[src/hw/rtl/bpmb_pkg.sv]
package bpmb_pkg;

  // operation codes carried in the input tuser
  localparam logic OP_SAMPLE = 1'b0;
  localparam logic OP_EVAL   = 1'b1;

  // result kinds carried in the output tuser
  localparam logic KIND_BOARD = 1'b0;
  localparam logic KIND_PACK  = 1'b1;

  // balance actions
  localparam logic [1:0] ACT_DISCHARGE = 2'd0;
  localparam logic [1:0] ACT_HOLD      = 2'd1;
  localparam logic [1:0] ACT_PEC_ERR   = 2'd2;

  // configuration register indexes
  localparam logic [2:0] REG_LOW_THR  = 3'd0;
  localparam logic [2:0] REG_HIGH_THR = 3'd1;
  localparam logic [2:0] REG_MARGIN   = 3'd2;
  localparam logic [2:0] REG_FLOOR    = 3'd3;
  localparam logic [2:0] REG_LOW_LIM  = 3'd4;
  localparam logic [2:0] REG_HIGH_LIM = 3'd5;

  localparam logic [15:0] RST_LOW_THR  = 16'd30500;
  localparam logic [15:0] RST_HIGH_THR = 16'd41800;
  localparam logic [15:0] RST_MARGIN   = 16'd150;
  localparam logic [15:0] RST_FLOOR    = 16'd32000;
  localparam logic [7:0]  RST_LOW_LIM  = 8'd5;
  localparam logic [7:0]  RST_HIGH_LIM = 8'd10;

  typedef struct packed {
    logic [15:0] low_thr;
    logic [15:0] high_thr;
    logic [15:0] margin;
    logic [15:0] floor;
    logic [7:0]  low_lim;
    logic [7:0]  high_lim;
  } cfg_t;

  // classified input item, as queued between front and back
  typedef struct packed {
    logic        eval;
    logic        store_en;
    logic        cand;
    logic        last;
    logic        pec;
    logic [15:0] code;
    logic [6:0]  pos;
    logic [3:0]  idx;
  } item_t;

  typedef struct packed {
    logic        kind;
    logic [1:0]  action;
    logic [11:0] mask;
    logic [15:0] pmin;
    logic [15:0] pmax;
    logic [15:0] pavg;
    logic [22:0] total;
    logic        low_fault;
    logic        high_fault;
    logic        report;
  } res_t;

endpackage

[src/hw/rtl/battery_pack_monitor_balancer.sv]
// Channel   Dir  Handshake                 Payload
// s_axis    in   s_axis_tvalid/tready      tdata: cell sample, tuser: operation, tlast
// m_axis    out  m_axis_tvalid/tready      tdata: result fields, tuser: result kind
// cfg       in   cfg_valid_i/cfg_ready_o   cfg_addr_i register index, cfg_data_i value
//
// A cell sample is taken by the back end in its idle state; a two-beat queue sits in front.
// An evaluate beat walks the cell store, one RAM read a cycle through the single read port,
// then runs the three-step reciprocal divide for the average.
// Reset leaves the store contents as they are; per-entry valid bits make unwritten
// cells read as zero, so there is no clearing pass.
// A stalled output holds the back end; the input queue keeps taking beats until full.
module battery_pack_monitor_balancer #(
  parameter int NUM_CELLS       = 96,
  parameter int CELLS_PER_BOARD = 12
) (
  input  logic        clk_i,
  input  logic        rst_ni,
  input  logic        s_axis_tvalid,
  output logic        s_axis_tready,
  // cell_code[15:0], pack_position[22:16], cell_in_board[26:23], pec_ok[27]
  input  logic [31:0] s_axis_tdata,
  // operation[0]
  input  logic        s_axis_tuser,
  input  logic        s_axis_tlast,
  output logic        m_axis_tvalid,
  input  logic        m_axis_tready,
  // balance_action[1:0], discharge_mask[13:2], pack_minimum[29:14],
  // pack_maximum[45:30], pack_average[61:46], pack_total[84:62],
  // low_fault[85], high_fault[86], fault_report[87]
  output logic [87:0] m_axis_tdata,
  // result_kind[0]
  output logic        m_axis_tuser,
  input  logic        cfg_valid_i,
  output logic        cfg_ready_o,
  input  logic [2:0]  cfg_addr_i,
  input  logic [15:0] cfg_data_i
);

  bpmb_pkg::cfg_t  cfg_q;
  bpmb_pkg::item_t item;
  logic            item_valid;
  logic            item_pop;
  bpmb_pkg::res_t  res;

  assign cfg_ready_o = 1'b1;

  always_ff @(posedge clk_i or negedge rst_ni) begin
    if (!rst_ni) begin
      cfg_q.low_thr  <= bpmb_pkg::RST_LOW_THR;
      cfg_q.high_thr <= bpmb_pkg::RST_HIGH_THR;
      cfg_q.margin   <= bpmb_pkg::RST_MARGIN;
      cfg_q.floor    <= bpmb_pkg::RST_FLOOR;
      cfg_q.low_lim  <= bpmb_pkg::RST_LOW_LIM;
      cfg_q.high_lim <= bpmb_pkg::RST_HIGH_LIM;
    end else if (cfg_valid_i) begin
      case (cfg_addr_i)
        bpmb_pkg::REG_LOW_THR:  cfg_q.low_thr  <= cfg_data_i;
        bpmb_pkg::REG_HIGH_THR: cfg_q.high_thr <= cfg_data_i;
        bpmb_pkg::REG_MARGIN:   cfg_q.margin   <= cfg_data_i;
        bpmb_pkg::REG_FLOOR:    cfg_q.floor    <= cfg_data_i;
        bpmb_pkg::REG_LOW_LIM:  cfg_q.low_lim  <= cfg_data_i[7:0];
        bpmb_pkg::REG_HIGH_LIM: cfg_q.high_lim <= cfg_data_i[7:0];
        default: ;
      endcase
    end
  end

  bpmb_front #(
    .NUM_CELLS       (NUM_CELLS),
    .CELLS_PER_BOARD (CELLS_PER_BOARD)
  ) u_front (
    .clk_i           (clk_i),
    .rst_ni          (rst_ni),
    .s_axis_tvalid_i (s_axis_tvalid),
    .s_axis_tready_o (s_axis_tready),
    .s_axis_tdata_i  (s_axis_tdata),
    .s_axis_tuser_i  (s_axis_tuser),
    .s_axis_tlast_i  (s_axis_tlast),
    .item_o          (item),
    .item_valid_o    (item_valid),
    .item_pop_i      (item_pop)
  );

  bpmb_back #(
    .NUM_CELLS       (NUM_CELLS),
    .CELLS_PER_BOARD (CELLS_PER_BOARD)
  ) u_back (
    .clk_i        (clk_i),
    .rst_ni       (rst_ni),
    .cfg_i        (cfg_q),
    .item_i       (item),
    .item_valid_i (item_valid),
    .item_pop_o   (item_pop),
    .res_o        (res),
    .res_valid_o  (m_axis_tvalid),
    .res_ready_i  (m_axis_tready)
  );

  assign m_axis_tuser = res.kind;
  assign m_axis_tdata = {res.report, res.high_fault, res.low_fault, res.total,
                         res.pavg, res.pmax, res.pmin, res.mask, res.action};

endmodule

[src/hw/rtl/bpmb_ram.sv]
module bpmb_ram #(
  parameter int WIDTH = 16,
  parameter int DEPTH = 96
) (
  input  logic                     clk_i,
  input  logic                     we_i,
  input  logic [$clog2(DEPTH)-1:0] waddr_i,
  input  logic [WIDTH-1:0]         wdata_i,
  input  logic                     re_i,
  input  logic [$clog2(DEPTH)-1:0] raddr_i,
  output logic [WIDTH-1:0]         rdata_o
);

  logic [WIDTH-1:0] mem [DEPTH];

  always_ff @(posedge clk_i) begin
    if (we_i) begin
      mem[waddr_i] <= wdata_i;
    end
    if (re_i) begin
      rdata_o <= mem[raddr_i];
    end
  end

endmodule

[src/hw/rtl/bpmb_front.sv]
module bpmb_front #(
  parameter int NUM_CELLS       = 96,
  parameter int CELLS_PER_BOARD = 12
) (
  input  logic                 clk_i,
  input  logic                 rst_ni,
  input  logic                 s_axis_tvalid_i,
  output logic                 s_axis_tready_o,
  input  logic [31:0]          s_axis_tdata_i,
  input  logic                 s_axis_tuser_i,
  input  logic                 s_axis_tlast_i,
  output bpmb_pkg::item_t      item_o,
  output logic                 item_valid_o,
  input  logic                 item_pop_i
);

  bpmb_pkg::item_t it;
  bpmb_pkg::item_t q_mem [2];
  logic            wptr_q, wptr_d;
  logic            rptr_q, rptr_d;
  logic [1:0]      cnt_q, cnt_d;
  logic            push;

  // classify the incoming beat
  always_comb begin
    it.eval     = (s_axis_tuser_i == bpmb_pkg::OP_EVAL);
    it.code     = s_axis_tdata_i[15:0];
    it.pos      = s_axis_tdata_i[22:16];
    it.idx      = s_axis_tdata_i[26:23];
    it.pec      = s_axis_tdata_i[27];
    it.last     = s_axis_tlast_i;
    it.store_en = 9'(it.pos) < 9'(NUM_CELLS);
    it.cand     = 5'(it.idx) < 5'(CELLS_PER_BOARD);
  end

  assign s_axis_tready_o = (cnt_q != 2'd2);
  assign push            = s_axis_tvalid_i && s_axis_tready_o;
  assign item_valid_o    = (cnt_q != 2'd0);
  assign item_o          = q_mem[rptr_q];

  always_comb begin
    wptr_d = push ? ~wptr_q : wptr_q;
    rptr_d = item_pop_i ? ~rptr_q : rptr_q;
    cnt_d  = cnt_q + 2'(push) - 2'(item_pop_i);
  end

  always_ff @(posedge clk_i) begin
    if (push) begin
      q_mem[wptr_q] <= it;
    end
  end

  always_ff @(posedge clk_i or negedge rst_ni) begin
    if (!rst_ni) begin
      wptr_q <= 1'b0;
      rptr_q <= 1'b0;
      cnt_q  <= 2'd0;
    end else begin
      wptr_q <= wptr_d;
      rptr_q <= rptr_d;
      cnt_q  <= cnt_d;
    end
  end

endmodule

[src/hw/rtl/bpmb_back.sv]
module bpmb_back #(
  parameter int NUM_CELLS       = 96,
  parameter int CELLS_PER_BOARD = 12
) (
  input  logic            clk_i,
  input  logic            rst_ni,
  input  bpmb_pkg::cfg_t  cfg_i,
  input  bpmb_pkg::item_t item_i,
  input  logic            item_valid_i,
  output logic            item_pop_o,
  output bpmb_pkg::res_t  res_o,
  output logic            res_valid_o,
  input  logic            res_ready_i
);

  localparam int ADDR_W  = $clog2(NUM_CELLS);
  localparam int CNT_W   = $clog2(NUM_CELLS + 1);
  localparam int TOTAL_W = 16 + $clog2(NUM_CELLS);
  localparam int PROD_W  = TOTAL_W + 32;
  localparam logic [31:0] RECIP = 32'(64'h1_0000_0000 / 64'(NUM_CELLS));

  localparam logic [2:0] ST_IDLE = 3'd0;
  localparam logic [2:0] ST_WALK = 3'd1;
  localparam logic [2:0] ST_DIV1 = 3'd2;
  localparam logic [2:0] ST_DIV2 = 3'd3;
  localparam logic [2:0] ST_DIV3 = 3'd4;
  localparam logic [2:0] ST_DONE = 3'd5;

  logic [2:0]         state_q, state_d;
  logic [CNT_W-1:0]   cnt_q, cnt_d;
  logic [NUM_CELLS-1:0] vld_q;
  logic               rd_vld_q;
  logic [15:0]        rd_data;
  logic [15:0]        mn_q, mn_d, mx_q, mx_d;
  logic [TOTAL_W-1:0] sum_q, sum_d;
  logic [PROD_W-1:0]  prod_q;
  logic [15:0]        quo_q;
  logic [TOTAL_W-1:0] qn_q;
  logic [15:0]        bmax_q, bmax_d;
  logic [3:0]         bidx_q, bidx_d;
  logic [15:0]        pmin_q, pmin_d;
  logic               bal_en_q, bal_en_d;
  logic [7:0]         lcnt_q, lcnt_d, hcnt_q, hcnt_d;
  logic               lflag_q, lflag_d, hflag_q, hflag_d;
  bpmb_pkg::res_t     out_q, out_d;
  logic               out_valid_q, out_valid_d;

  logic               out_free;
  logic               pop_sample;
  logic               ram_we, ram_re;
  logic [ADDR_W-1:0]  waddr, raddr;
  logic [15:0]        eff_max;
  logic [3:0]         eff_idx;
  logic [16:0]        min_plus;
  logic [15:0]        walk_v;
  logic [TOTAL_W-1:0] rem;
  logic               rep;

  assign out_free    = !out_valid_q || res_ready_i;
  assign item_pop_o  = item_valid_i && (state_q == ST_IDLE) && out_free;
  assign pop_sample  = item_pop_o && !item_i.eval;
  assign ram_we      = pop_sample && item_i.store_en;
  assign waddr       = ADDR_W'(item_i.pos);
  assign ram_re      = (state_q == ST_WALK) && (cnt_q != CNT_W'(NUM_CELLS));
  assign raddr       = cnt_q[ADDR_W-1:0];
  assign res_o       = out_q;
  assign res_valid_o = out_valid_q;

  bpmb_ram #(
    .WIDTH (16),
    .DEPTH (NUM_CELLS)
  ) u_store (
    .clk_i   (clk_i),
    .we_i    (ram_we),
    .waddr_i (waddr),
    .wdata_i (item_i.code),
    .re_i    (ram_re),
    .raddr_i (raddr),
    .rdata_o (rd_data)
  );

  // running board maximum including the current sample; ties keep the first
  always_comb begin
    eff_max = bmax_q;
    eff_idx = bidx_q;
    if (item_i.cand && (item_i.code > bmax_q)) begin
      eff_max = item_i.code;
      eff_idx = item_i.idx;
    end
  end

  assign min_plus = {1'b0, pmin_q} + {1'b0, cfg_i.margin};
  assign walk_v   = rd_vld_q ? rd_data : 16'd0;
  assign rem      = sum_q - qn_q;

  always_comb begin
    state_d     = state_q;
    cnt_d       = cnt_q;
    mn_d        = mn_q;
    mx_d        = mx_q;
    sum_d       = sum_q;
    bmax_d      = bmax_q;
    bidx_d      = bidx_q;
    pmin_d      = pmin_q;
    bal_en_d    = bal_en_q;
    lcnt_d      = lcnt_q;
    hcnt_d      = hcnt_q;
    lflag_d     = lflag_q;
    hflag_d     = hflag_q;
    rep         = 1'b0;
    out_d       = out_q;
    out_valid_d = out_valid_q && !res_ready_i;

    case (state_q)
      ST_IDLE: begin
        if (item_pop_o) begin
          if (item_i.eval) begin
            state_d = ST_WALK;
            cnt_d   = '0;
            mn_d    = 16'hFFFF;
            mx_d    = 16'd0;
            sum_d   = '0;
          end else if (item_i.last) begin
            out_d            = '0;
            out_d.kind       = bpmb_pkg::KIND_BOARD;
            out_d.low_fault  = lflag_q;
            out_d.high_fault = hflag_q;
            if (!item_i.pec) begin
              out_d.action = bpmb_pkg::ACT_PEC_ERR;
            end else if (bal_en_q && ({1'b0, eff_max} > min_plus) &&
                         (eff_max > cfg_i.floor)) begin
              out_d.action = bpmb_pkg::ACT_DISCHARGE;
              out_d.mask   = 12'(16'd1 << eff_idx);
            end else begin
              out_d.action = bpmb_pkg::ACT_HOLD;
            end
            out_valid_d = 1'b1;
            bmax_d      = 16'd0;
            bidx_d      = 4'd0;
          end else begin
            bmax_d = eff_max;
            bidx_d = eff_idx;
          end
        end
      end
      ST_WALK: begin
        // read data comes back in the cycle after its address
        if (cnt_q != '0) begin
          sum_d = sum_q + TOTAL_W'(walk_v);
          if (walk_v < mn_q) mn_d = walk_v;
          if (walk_v > mx_q) mx_d = walk_v;
        end
        if (cnt_q == CNT_W'(NUM_CELLS)) begin
          state_d = ST_DIV1;
        end else begin
          cnt_d = cnt_q + CNT_W'(1);
        end
      end
      ST_DIV1: state_d = ST_DIV2;
      ST_DIV2: state_d = ST_DIV3;
      ST_DIV3: state_d = ST_DONE;
      ST_DONE: begin
        if (out_free) begin
          if (mn_q < cfg_i.low_thr) begin
            if (lcnt_q != 8'hFF) lcnt_d = lcnt_q + 8'd1;
          end else if (lcnt_q != 8'd0) begin
            lflag_d = 1'b0;
            lcnt_d  = lcnt_q - 8'd1;
          end
          if (lcnt_d > cfg_i.low_lim) begin
            lflag_d = 1'b1;
            rep     = 1'b1;
          end
          if (mx_q >= cfg_i.high_thr) begin
            if (hcnt_q != 8'hFF) hcnt_d = hcnt_q + 8'd1;
          end else if (hcnt_q != 8'd0) begin
            hflag_d = 1'b0;
            hcnt_d  = hcnt_q - 8'd1;
          end
          if (hcnt_d > cfg_i.high_lim) begin
            hflag_d = 1'b1;
            rep     = 1'b1;
          end
          pmin_d   = mn_q;
          bal_en_d = 1'b1;

          out_d            = '0;
          out_d.kind       = bpmb_pkg::KIND_PACK;
          out_d.pmin       = mn_q;
          out_d.pmax       = mx_q;
          // reciprocal quotient is at most one low
          out_d.pavg       = (rem >= TOTAL_W'(NUM_CELLS)) ? quo_q + 16'd1 : quo_q;
          out_d.total      = 23'(sum_q);
          out_d.low_fault  = lflag_d;
          out_d.high_fault = hflag_d;
          out_d.report     = rep;
          out_valid_d      = 1'b1;
          state_d          = ST_IDLE;
        end
      end
      default: state_d = ST_IDLE;
    endcase
  end

  always_ff @(posedge clk_i) begin
    rd_vld_q <= vld_q[raddr];
    mn_q     <= mn_d;
    mx_q     <= mx_d;
    sum_q    <= sum_d;
    prod_q   <= PROD_W'(sum_q) * PROD_W'(RECIP);
    quo_q    <= prod_q[47:32];
    qn_q     <= TOTAL_W'(quo_q) * TOTAL_W'(NUM_CELLS);
    out_q    <= out_d;
  end

  always_ff @(posedge clk_i or negedge rst_ni) begin
    if (!rst_ni) begin
      state_q     <= ST_IDLE;
      cnt_q       <= '0;
      vld_q       <= '0;
      bmax_q      <= 16'd0;
      bidx_q      <= 4'd0;
      pmin_q      <= 16'd0;
      bal_en_q    <= 1'b0;
      lcnt_q      <= 8'd0;
      hcnt_q      <= 8'd0;
      lflag_q     <= 1'b0;
      hflag_q     <= 1'b0;
      out_valid_q <= 1'b0;
    end else begin
      state_q     <= state_d;
      cnt_q       <= cnt_d;
      if (ram_we) begin
        vld_q[waddr] <= 1'b1;
      end
      bmax_q      <= bmax_d;
      bidx_q      <= bidx_d;
      pmin_q      <= pmin_d;
      bal_en_q    <= bal_en_d;
      lcnt_q      <= lcnt_d;
      hcnt_q      <= hcnt_d;
      lflag_q     <= lflag_d;
      hflag_q     <= hflag_d;
      out_valid_q <= out_valid_d;
    end
  end

  a_pop_idle: assert property (@(posedge clk_i) disable iff (!rst_ni)
    item_pop_o |-> (state_q == ST_IDLE) && item_valid_i)
    else $error("item taken while back end busy");

  a_walk_bound: assert property (@(posedge clk_i) disable iff (!rst_ni)
    (state_q == ST_WALK) |-> (cnt_q <= CNT_W'(NUM_CELLS)))
    else $error("walk counter ran past the store");

  a_div_rem: assert property (@(posedge clk_i) disable iff (!rst_ni)
    (state_q == ST_DONE) |-> (qn_q <= sum_q) && (rem < TOTAL_W'(2 * NUM_CELLS)))
    else $error("average quotient off by more than one");

  a_summary_out: assert property (@(posedge clk_i) disable iff (!rst_ni)
    (state_q == ST_DONE) && out_free |=> out_valid_q && (out_q.kind == bpmb_pkg::KIND_PACK))
    else $error("pack summary not loaded");

endmodule

[config.mk]
export PLATFORM = sky130hd
export DESIGN_NAME = battery_pack_monitor_balancer
export DESIGN_NICKNAME = d
export VERILOG_FILES = /design/src/hw/rtl/bpmb_pkg.sv /design/src/hw/rtl/battery_pack_monitor_balancer.sv /design/src/hw/rtl/bpmb_ram.sv /design/src/hw/rtl/bpmb_front.sv /design/src/hw/rtl/bpmb_back.sv
export SDC_FILE = /design/constraint.sdc
export NUM_CORES = 2
export LEC_CHECK = 0
export BUFFER_PORTS_ARGS = -buffer_cell sky130_fd_sc_hd__buf_2
export CAP_MARGIN = 20
export CORE_MARGIN = 4
export CORE_UTILIZATION = 29
export CTS_CLUSTER_SIZE = 24
export DETAILED_ROUTE_END_ITERATION = 6
export PLACE_DENSITY_LB_ADDON = 0.25
export SYNTH_ARGS = -nofsm -noshare
export SYNTH_HDL_FRONTEND = slang
export SYNTH_HIERARCHICAL = 1
export SYNTH_SLANG_ARGS = --single-unit
[constraint.sdc]
create_clock -name clk_i -period 9.02 [get_ports clk_i]
set_input_delay 0.451 -clock clk_i [delete_from_list [all_inputs] [get_ports clk_i]]
set_output_delay 0.451 -clock clk_i [all_outputs]
set_load 0.01 [all_outputs]
# == Word-level counts from Yosys, hierarchy flattened ==
# Memories as Yosys holds them, arrays and structs flattened. A register that Yosys moved wholly into a read port is not among the register bits.
# Cells that the tools add are included.
# op_classes
add_sub_neg,11
multipliers,2
n_lt_le_gt_ge,15
eq_ne,25
shift,1
mux,69
bitwise,4
reduce_logical,37
# ops
operator,n
89-bit two-way mux,4
16-bit two-way mux,12
89-bit case mux with 2 select lines,1
96-bit bitwise OR,1
8-bit two-way mux,10
23-bit two-way mux,3
16-bit case mux with 2 select lines,2
16-bit > comparator,3
23-bit by 25-bit multiplier with 47-bit output (second input constant),1
23-bit case mux with 2 select lines,1
16-bit < comparator,2
12-bit two-way mux,2
23-bit by 16-bit adder with 23-bit output,1
23-bit by 7-bit greater-or-equal comparator with 1-bit output (second input constant),1
23-bit subtractor,1
7-bit two-way mux,3
1-bit two-way mux,19
16-bit by 2-bit multiplier with 18-bit output (second input constant),1
3-bit case mux with 6 select lines,1
16-bit by 16-bit adder with 17-bit output,1
16-bit by 17-bit > comparator with 1-bit output,1
16-bit by 1-bit adder with 16-bit output (second input constant),1
8-bit by 1-bit adder with 8-bit output (second input constant),2
16-bit greater-or-equal comparator,1
37 further kinds,89
# totals
reg_bits,472
ram_bits,1600
inputBits,58
output_inout_bits,92
word_cells,204
memories,2
# mem_list
name,depth,width,rd,rd_clocked_by_memory_dff,write_ports,line,rtl
u_back.u_store.mem,96,16,1,1,1,bpmb_ram.sv:14,logic [WIDTH-1:0] mem [DEPTH];
u_front.q_mem,2,32,1,0,1,bpmb_front.sv:18,bpmb_pkg::item_t q_mem [2];

# == Longest topological paths before layout ==
# An unclocked memory read counts as a cell.
# logic_depth
word_depth,13
ltp_mapped,27

# == By module ==
# Netlist, hierarchy kept.
# by_module_without_submodules
mod,instances,cells_per_inst,area_each_um2
bpmb_ram,1,2614,59404.5
bpmb_back,1,2630,26799.5
battery_pack_monitor_balancer,1,176,3109.2
bpmb_front,1,119,2648.8

# == Least setup slack after synthesis ==
# Ideal clock, no wire load.
# synth_timing
kind,register -> register
from,register u_front.rptr_q
to,"register u_back.out_q, in the netlist u_back/res_o[0] (enable)"
setup_ns,0.646
arrival_ns,7.260
required_time_ns,8.374
path_slack_ns,1.113
stages_incl_launch_ff,7
path_cell_list,dfrtp_1 > buf_6 > buf_6 > mux2_4 > nor4_1 > a21oi_1 > nor3_1
# synth_rtl
element,line,rtl
from (decl),bpmb_front.sv:20,"logic rptr_q, rptr_d;"
from (signal assigned),bpmb_front.sv:60,rptr_q <= rptr_d;
to (signal assigned),bpmb_back.sv:213,out_q <= out_d;
to (decl),bpmb_back.sv:45,"bpmb_pkg::res_t out_q, out_d;"

# == Final worst setup path ==
# layout_timing
from,register u_back.sum_q[17]
to,register u_back.prod_q[47]
# layout_via
elab_chain_cells,1
# layout_lines
element,line,rtl
from (decl),bpmb_back.sv:35,"logic [TOTAL_W-1:0] sum_q, sum_d;"
from (signal assigned),bpmb_back.sv:209,sum_q <= sum_d;
23-bit by 25-bit multiplier with 47-bit output,bpmb_back.sv:210,prod_q <= PROD_W'(sum_q) * PROD_W'(RECIP);
to (signal assigned),bpmb_back.sv:210,
to (decl),bpmb_back.sv:36,logic [PROD_W-1:0] prod_q;
# Every way passes these cells.
# A chain may end at the register's enable or synchronous reset.

==> impl_metrics.toml <==
[cells_and_area]
multi_input_area_mm2 = 0.02960
drive_above_1_share_pct = 21.44
fillers = 30310
final-seq-area_mm2 = 0.06008
layout.nets = 6425
syn_to_final_growth_pct = 15.00

[cts]
numCtsBuffers = 217
clock_latency_ns = 0.87
cts-root-buf = "clkbuf_16"
cts_resized = 0
cts_setup_buffers = 0
holdBufCountCts = 48
clk_path_buf_depth = 4
tritoncts = "yes"
ctsHtreeMaxLevel = 4
clkTransAtPathRegs_ns = 0.06
clock-sinks = 2057

[detailed_routing]
first_iter_violations = 3895
drt_pass1_iterations = 5
drtAntennaViolNets = 0
via_per_inst = 4.904
finalWirelength_mm = 242.5
route.detailed.wl_per_inst_um = 23.72
vias = 50150
route.detailed.drc = 0

[sta]
slew_headroom_pct = 20.54
final_hold_viol_count = 0
finalMaxSlewViolations = 0
min_period_ns = 7.237
setup_viol = 0
rsz0062_at_grt = "false"
fin_skew_ns = 0.04889
tns_ns = 0
fmax_mhz = 138.2
min_period_over_period_pct = 80.23
worst_pin_slew_ns = 1.189

[synth]
syn_nets = 6077
synth-async-reset-ratio_pct = 11.96
synth_area_per_cell_um2 = 16.60
yosys_warnings = 6
synth_cells = 5539
synth_edf_count = 1760
synth_ff_type = "edfxtp_1"
synth_cell_types = 93
ys_seq_area_share_pct = 65.31
ys_seq_elements = 2057
synth.cell_area_mm2 = 0.09196

[die]
die_h_um = 571.1
ios = 150
core-area_mm2 = 0.3152
initial_utilization_pct = 29.17
num_rows = 206
die_w_um = 571.1
dieArea_mm2 = 0.3262

[placed_design]
detailed_place_hpwl_mm = 156.0
io_buffers = 144
place.gp.congestion = 0.8442

[global_route]
grt_pass1_vias = 52280
grt_pass1_wl_mm = 357.8
grt_max_degree = 105
grt-ovfl-total = 0
grt_antenna_before_repair = 15
grt_use_total_pct = 14.67

[critical_path]
cpPeakStageDelay_ns = 0.83
path_delay_family = "adder cells"
cp.required_ns = 9.78
worst_path_max_delay_cell = "fa_1"
startpoint_type = "register"
critPathKind = "reg2reg"
cp.buffers_inverters = 2
crit_path_end_kind = "register"
critPathMaxFanout = 7
arrival_ns = 8.00
cpMostUsedCell = "fa_1"
crit_chain = "ha_1, fa_1, inv_1, fa_1, inv_1, fa_1, fa_1, fa_1, fa_1, ha_1, a211oi_1, o211ai_1, a211oi_1, o211ai_1, nand3_1, a21oi_1, o31ai_1, o21bai_1, a21oi_1, xnor2_1"

[status]
status = "finished clean"

[worst_hold_path]
hold_path.class = "in2reg"

[job]
drv_cap = 0
cell families after synthesis:
kind of cell               after synthesis  share of synthesized area [%]
and+or+nand+nor                        945                          5.001
other                                    1                       0.004078
buffers and inverters                  583                          2.718
xor gates and xnor gates                91                         0.8749
muxes                                  655                          13.18
adders and majority gates              480                          7.527
AOI/OAI and AO/OA                      727                          5.380
DFF                                   2057                          65.31
placed cells by master (no fill, tap or decap), types with 35 or more instances in the layout:
master	Yosys	final
a21o_1	103	103
a21oi_1	151	151
a22oi_1	54	54
buf_2	57	143
buf_4	34	145
clkbuf_1	103	40
clkbuf_16	0	219
clkinv_1	0	52
clkinv_2	0	37
dfrtp_1	218	212
dfxtp_1	51	51
dlygate4sd3_1	0	48
edfxtp_1	1760	1760
fa_1	122	122
ha_1	358	358
inv_1	359	359
mux2_2	112	110
mux2i_1	91	91
mux4_2	422	422
nand2_1	244	244
nand2b_1	46	46
nand3_1	95	95
nor2_1	271	235
nor2_2	0	35
nor2b_1	50	48
nor3_1	54	42
o21ai_0	107	107
o21bai_1	53	53
xnor2_1	56	56
layout make-up:
type	count	share of cell area [%]
Inverter	359	1.274
Antenna cell	5	0.01183
Tap cell	4160	4.922
Clock inverter	131	1.180
Multi-Input combinational cell	2899	27.99
Clock buffer	261	5.350
Sequential cell	2057	56.81
Timing Repair Buffer	353	2.459
Yosys cell counts, types with 50 or more instances:
| cell | count | area, um^2 |
|---|---|---|
| dfrtp_1 | 218 | 5455 |
| nor2b_1 | 50 | 312.8 |
| inv_1 | 359 | 1348 |
| buf_2 | 57 | 285.3 |
| mux4_2 | 422 | 9504 |
| xnor2_1 | 56 | 490.5 |
| nor3_1 | 54 | 270.3 |
| dfxtp_1 | 51 | 1021 |
| o21ai_0 | 107 | 535.5 |
| fa_1 | 122 | 2442 |
| nand2_1 | 244 | 915.9 |
| o21bai_1 | 53 | 397.9 |
| a21oi_1 | 151 | 755.7 |
| clkbuf_1 | 103 | 386.6 |
| ha_1 | 358 | 4479 |
| nand3_1 | 95 | 475.5 |
| nor2_1 | 271 | 1017 |
| edfxtp_1 | 1760 | 52850 |
| mux2_2 | 112 | 1261 |
| a22oi_1 | 54 | 405.4 |
| mux2i_1 | 91 | 910.9 |
| a21o_1 | 103 | 773.2 |
layer usage:
layer / global-route usage, % / share of wire [%] / up-vias
met5: 0 / 0 / -
met4: 3.331 / 2.2 / 0
met3: 2.453 / 5.7 / 307
li1: - / - / 22140
met1: 20.42 / 44 / 26430
met2: 24.04 / 48 / 1271
worst reg2reg max path: cells and delay by family (launching register included):
kind,cells,cell delay (ns)
flip-flops,1,0.54
XOR/XNOR,1,0.13
AND/OR/NAND/NOR,1,0.17
AO/OA/AOI/OAI,8,1.76
adder cells (fa/ha/maj),8,4.33
buffers and inverters,2,0.24
sequential cells by signal, summed over array words and instances (netlist names), 2 cells and up:
| signal | count |
|---|---|
| u_back/u_store/mem | 1536 |
| u_back/vld_q | 96 |
| u_back/res_o | 89 |
| cfg_q | 80 |
| u_front/q_mem | 64 |
| u_back/sum_q | 23 |
| u_back/qn_q | 18 |
| u_back/bmax_q | 16 |
| u_back/mn_q | 16 |
| u_back/mx_q | 16 |
| u_back/pmin_q | 16 |
| u_back/prod_q | 16 |
| u_back/quo_q | 16 |
| u_back/u_store/rdata_o | 16 |
| u_back/hcnt_q | 8 |
| u_back/lcnt_q | 8 |
| u_back/cnt_q | 7 |
| u_back/bidx_q | 4 |
| u_back/state_q | 3 |
| u_front/cnt_q | 2 |
through the flow:
step,hold slack (ns),setup WS [ns],utilization (%),instance area [um^2],cells
after global routing,0.01644,1.316,33.55,105700,10220
after floorplan,0.1554,1.113,-,91960,5539
after detailed placement,0.3147,1.708,31.18,98300,9776
final,0.05804,1.783,33.55,105800,10230
after CTS,0.002680,1.668,33.53,105700,10220
after global placement,0.3159,1.704,31.16,98220,9772
worst paths after layout:
path	cells after the start	from	slack, ns	end
worst max-delay path	20	u_back/sum_q[17]	1.78	u_back/prod_q[47]
worst min-delay path	3	cfg_addr_i[2]	0.06	cfg_q[66]
worst max register to register	20	u_back/sum_q[17]	1.78	u_back/prod_q[47]
worst min register to register	0	u_back/prod_q[43]	0.32	u_back/quo_q[11]
max in group asynchronous	4	rst_ni	7.39	u_back/vld_q[11]
min in group asynchronous	2	rst_ni	0.20	u_back/hcnt_q[2]
Power is left out: the tool's default activity adds up to more than one toggle a clock period on the data nets, which glitch-free logic cannot reach.
